## src/sv/iidl_pkg.sv

```systemverilog
// Shared types and codes for the indexed insert/delete list.
`timescale 1ns / 1ps
package iidl_pkg;

   // request opcodes
   localparam logic [2:0] OP_INSERT   = 3'd0;
   localparam logic [2:0] OP_APPEND   = 3'd1;
   localparam logic [2:0] OP_DEL_AT   = 3'd2;
   localparam logic [2:0] OP_DEL_LAST = 3'd3;
   localparam logic [2:0] OP_READ     = 3'd4;

   // response status codes
   localparam logic [1:0] STS_OK     = 2'd0;
   localparam logic [1:0] STS_FULL   = 2'd1;
   localparam logic [1:0] STS_EMPTY  = 2'd2;
   localparam logic [1:0] STS_BADIDX = 2'd3;

   // cell actions, broadcast to every cell of the chain
   localparam logic [1:0] ACT_HOLD       = 2'd0;
   localparam logic [1:0] ACT_SHIFT_UP   = 2'd1;
   localparam logic [1:0] ACT_WRITE      = 2'd2;
   localparam logic [1:0] ACT_SHIFT_DOWN = 2'd3;

   // index width for the largest supported list (1024 entries plus the full count)
   localparam int TGT_W = 11;

   typedef struct packed {
      logic [31:0] tag;
      logic [15:0] count;
   } entry_type;

   localparam int ENTRY_W = $bits(entry_type);

   typedef struct packed {
      logic [1:0]       action;
      logic [TGT_W-1:0] target;
      entry_type        entry;
   } cell_ctrl_type;

endpackage

```

## src/sv/iidl_cell.sv

```systemverilog
// One list slot: holds an entry and takes it from a neighbor on a shift.
`timescale 1ns / 1ps
module iidl_cell #(
   parameter int INDEX = 0
) (
   input  logic                       clock,
   input  iidl_pkg::cell_ctrl_type    ctrl,
   input  iidl_pkg::entry_type        lower_data,
   input  iidl_pkg::entry_type        upper_data,
   input  logic                       rd_en,
   input  logic [iidl_pkg::TGT_W-1:0] rd_pos,
   output iidl_pkg::entry_type        data_out,
   output iidl_pkg::entry_type        rd_data
);

   localparam logic [iidl_pkg::TGT_W-1:0] MY_IDX = iidl_pkg::TGT_W'(INDEX);

   iidl_pkg::entry_type data_ff;
   iidl_pkg::entry_type data_in;

   always_comb begin
      data_in = data_ff;
      case (ctrl.action)
         iidl_pkg::ACT_SHIFT_UP: begin
            if (MY_IDX > ctrl.target) begin
               data_in = lower_data;
            end else if (MY_IDX == ctrl.target) begin
               data_in = ctrl.entry;
            end
         end
         iidl_pkg::ACT_WRITE: begin
            if (MY_IDX == ctrl.target) begin
               data_in = ctrl.entry;
            end
         end
         iidl_pkg::ACT_SHIFT_DOWN: begin
            if (MY_IDX >= ctrl.target) begin
               data_in = upper_data;
            end
         end
         default: begin
            data_in = data_ff;
         end
      endcase
   end

   always_ff @(posedge clock) begin
      data_ff <= data_in;
   end

   assign data_out = data_ff;
   // only the addressed cell drives nonzero data into the read tree
   assign rd_data  = (rd_en && (rd_pos == MY_IDX)) ? data_ff : '0;

endmodule

```

## config.mk

```make
export PLATFORM = sky130hd
export DESIGN_NAME = iidl_cell
export DESIGN_NICKNAME = d
export VERILOG_FILES = /design/src/sv/iidl_pkg.sv /design/src/sv/iidl_cell.sv
export SDC_FILE = /design/constraint.sdc
export NUM_CORES = 1
export LEC_CHECK = 0
export ABC_AREA = 1
export ABC_CLOCK_PERIOD_IN_PS = 6500
export BUFFER_PORTS_ARGS = -buffer_cell sky130_fd_sc_hd__buf_4
export CELL_PAD_IN_SITES_DETAIL_PLACEMENT = 1
export CELL_PAD_IN_SITES_GLOBAL_PLACEMENT = 1
export CORE_ASPECT_RATIO = 1.25
export CORE_MARGIN = 1.5
export CORE_UTILIZATION = 27
export CTS_CLUSTER_DIAMETER = 80
export DETAILED_ROUTE_END_ITERATION = 7
export PLACE_DENSITY = 0.87
export SETUP_SLACK_MARGIN = 0.4
export SLEW_MARGIN = 25
export SYNTH_ARGS = -nofsm -noshare
export SYNTH_HDL_FRONTEND = slang
export SYNTH_SLANG_ARGS = --single-unit
```

## constraint.sdc

```tcl
create_clock -name clock -period 6.5 [get_ports clock]
set_input_delay 1.3 -clock clock [delete_from_list [all_inputs] [get_ports clock]]
set_output_delay 1.3 -clock clock [all_outputs]
set_load 0.02 [all_outputs]
```

==> impl_metrics.csv <==
group,metric,value,unit
setup_path,crit_path_frequent_cell,"buf_4",
synth,synth-simple-area-share,39.3,%
setup_path,r2r_setup_slack,5.50,ns
sta,final_max_slew_viol_count,0,
pwr,leakage,2.92,nW
detailed_routing,drc,0,
sta,finalHoldViolations,0,
setup_path,critPathCaptureType,"flip-flop",
hold_path,hp-start,"data_out[34]",
setup_path,worstPathArrival,4.10,ns
setup_path,critPathLaunchType,"input port",
cells_and_area,nFillCells,1557,
synth,avgSynthCellArea,6.74,sq um
clock_tree,clkLatencyLatePin,0.28,ns
hold_path,holdPathStages,4,
cells_and_area,multi_input_area,1320,sq um
synth,synth_top_cell_by_area,"edfxtp_1",
global_routing,first_global_vias,4220,
global_routing,antenna_found_initial,0,
setup_path,r2r_cells,4,
floorplanning,core,11700,sq um
synth,yosysMostFrequentCell,"nand2_1",
clock_tree,holdBufCountCts,0,
cells_and_area,nets,854,
clock_tree,clk_path_buf_depth,2,
sta,clock_skew,0,ns
sta,worst_slack,2.36,ns
synth,synthXorXnorAreaFrac,0,%
placed_design,dpl.cell_count,838,
status,status,"complete, no violations",
placed_design,dp_worst_setup_slack,1.56,ns
synth,ys_async_sr_fraction,0,%
detailed_routing,num_vias,3882,
detailed_routing,routed_wl,13000,um
cells_and_area,fin_cells,843,
floorplanning,die-width,101,um
clock_tree,post_cts_resized,0,
floorplanning,die_area,12800,sq um
synth,synthFlopType,"edfxtp_1",
sta,fin_crit_sh,63.7,%
synth,synth_area_leaders,"edfxtp_1 (44%), nand2_1 (17%), nand3_1 (15%)",
global_routing,grt_overflow,0,
synth,synthMuxAreaShare,0,%
clock_tree,clock_sinks,48,
cells_and_area,ff_latch_area,1440,sq um
setup_path,r2r-start,"data_out[47]",
sta,max_freq,241,MHz
placed_design,gp_congestion,0.782,
cells_and_area,final_cell_area,5130,sq um
detailed_routing,via_per_inst,4.60,
placed_design,io_buffers,217,
synth,synth_top_area_share,44.1,%
clock_tree,cts_tree,"done",
clock_tree,cts_buffers,5,
pwr,p_sw,0.269,mW
synth,yosys.cell_types.count,16,
synth,synth_compound_area_share,0.153,%
setup_path,critPathTopFamily,"buffers and inverters",
synth,seq_area_frac_synth,44.1,%
floorplanning,start_util,27.9,%
pwr,vdd_drop_max,99.7,uV
placed_design,placed_cell_area,5000,sq um
floorplanning,rows,44,
detailed_routing,drt_iter0_drc,115,
sta,rsz0062_at_grt,"no",
setup_path,worstSetupPathType,"input port to flip-flop",
pwr,power.density,177,nW/um^2
sta,holdWs,0.674,ns
setup_path,r2r_end,"data_out[47]",
cells_and_area,largest_reg_flops,48,
setup_path,required,6.45,ns
pwr,swShare,29.7,%
setup_path,crit_path_max_incr_delay,0.87,ns
floorplanning,io_pins,266,
global_routing,grt_max_degree,50,
sta,maxSlewHeadroom,39.9,%
global_routing,grt_pass1_wl,20600,um
synth,syn_area,3270,sq um
sta,setup-tns-final,0,ns
setup_path,cp_max_fo,49,
cells_and_area,antenna_cells,0,
pwr,intPower,0.638,mW
synth,synth-edff-count,48,
setup_path,worst-path-buf-inv,3,
sta,layout_min_cycle_time,4.14,ns
global_routing,grt_usage,20.5,%
synth,synthTopCellsByCount,"nand2_1 (148), inv_1 (98), nand3_1 (96)",
clock_tree,cts_setup_buffers,0,
synth,synth-seq-cells,48,
pwr,p_clk_share,27.0,%
cells_and_area,synthToLayoutAreaGrowth,57.0,%
clock_tree,cts_root_buffer,"clkbuf_16",
detailed_routing,ant_nets,0,
hold_path,hold_class,"flip-flop to flip-flop",
clock_tree,htreeDepth,2,
setup_path,timing.critical_path.cells,"buf_4, nor2_1, nand2_1, nor2_4, buf_4, nand2_4, a21oi_4, buf_4",
floorplanning,die_y,126,um
job,cap_violations,0,
synth,postSynthNetCount,655,
placed_design,dp_hpwl,9330,um
synth,netlist_instances,485,
pwr,seqPwrFrac,44.6,%
synth,ys_warn_count,0,
detailed_routing,first_pass_iters,4,
detailed_routing,wire_per_inst,15.5,um
synth,synth_fa_ha_area_share,0,%
clock_tree,clk_pin_slew,0.06,ns
setup_path,cp_slowest_cell,"a21oi_4",
sta,tightest_slew,0.900,ns
pwr,power_frac_comb,28.4,%
sta,finalSetupViolations,0,
hold_path,whs_endpoint,"data_out[34]",
synth,synth_top_family_by_area,"simple AND/OR/NAND/NOR gates",
cells_and_area,drive_above_1_share,34.3,%
cell type report:
| cell class | instances | share of cell area (%) |
|---|---|---|
| repair buffers | 223 | 32.7 |
| flip-flops and latches | 48 | 28.1 |
| multi-input cells | 308 | 25.7 |
| inverters | 98 | 7.17 |
| well taps | 161 | 3.93 |
| clock buffers | 5 | 2.44 |
placed cells by master (no fill, tap or decap):
cell	netlist	final
clkbuf_16	0	5
nand2_1	148	146
nand4_1	1	1
nand2_4	0	1
inv_1	98	97
nand3b_1	1	1
buf_4	7	223
a21oi_4	0	1
nand2_2	0	1
nand3_1	96	96
and2_2	0	1
nor3_1	1	1
edfxtp_1	48	48
nor2_4	0	1
nor2_1	58	58
inv_2	0	1
worst max path at each step:
stage,from,end,cells after the start
3_5_place_dp,ctrl[56],data_out[34],8
5_1_grt,ctrl[56],data_out[11],8
3_3_place_gp,ctrl[56],data_out[34],8
2_1_floorplan,ctrl[56],data_out[0],6
6_report,ctrl[56],data_out[34],8
4_1_cts,ctrl[56],data_out[34],8
metrics by stage:
step / util (%) / power, mW
finish: 43.7 / 0.908
global route: 43.7 / 0.956
global placement: 42.6 / 0.658
detailed placement: 42.6 / 0.672
floorplan: - / 0.534
CTS: 43.7 / 0.918
tightest hold or removal path, delay by kind of cell, from the launching register on:
family                 cells  cell delay [ns]
flip-flops                 1             0.34
buffers and inverters      1             0.06
AND/OR/NAND/NOR            3             0.18
logic make-up after synthesis:
kind of cell | after synthesis
compound gates | 1
buf+inv | 129
flops | 48
simple gates | 307
per-layer routing:
layer	global-route usage [%]	share of wire (%)
met5	0	0
met1	22.4	37
met3	3.83	5.4
met4	5.56	2.0
met2	39.4	56
power groups by stage:
stage	clock, mW	sequential [mW]	combinational, mW
global route	0.263	0.410	0.283
global placement	0	0.409	0.249
CTS	0.252	0.405	0.261
finish	0.245	0.405	0.258
floorplan	0	0.452	0.0821
detailed placement	0	0.411	0.260
Power figures use the tool's default switching activity.
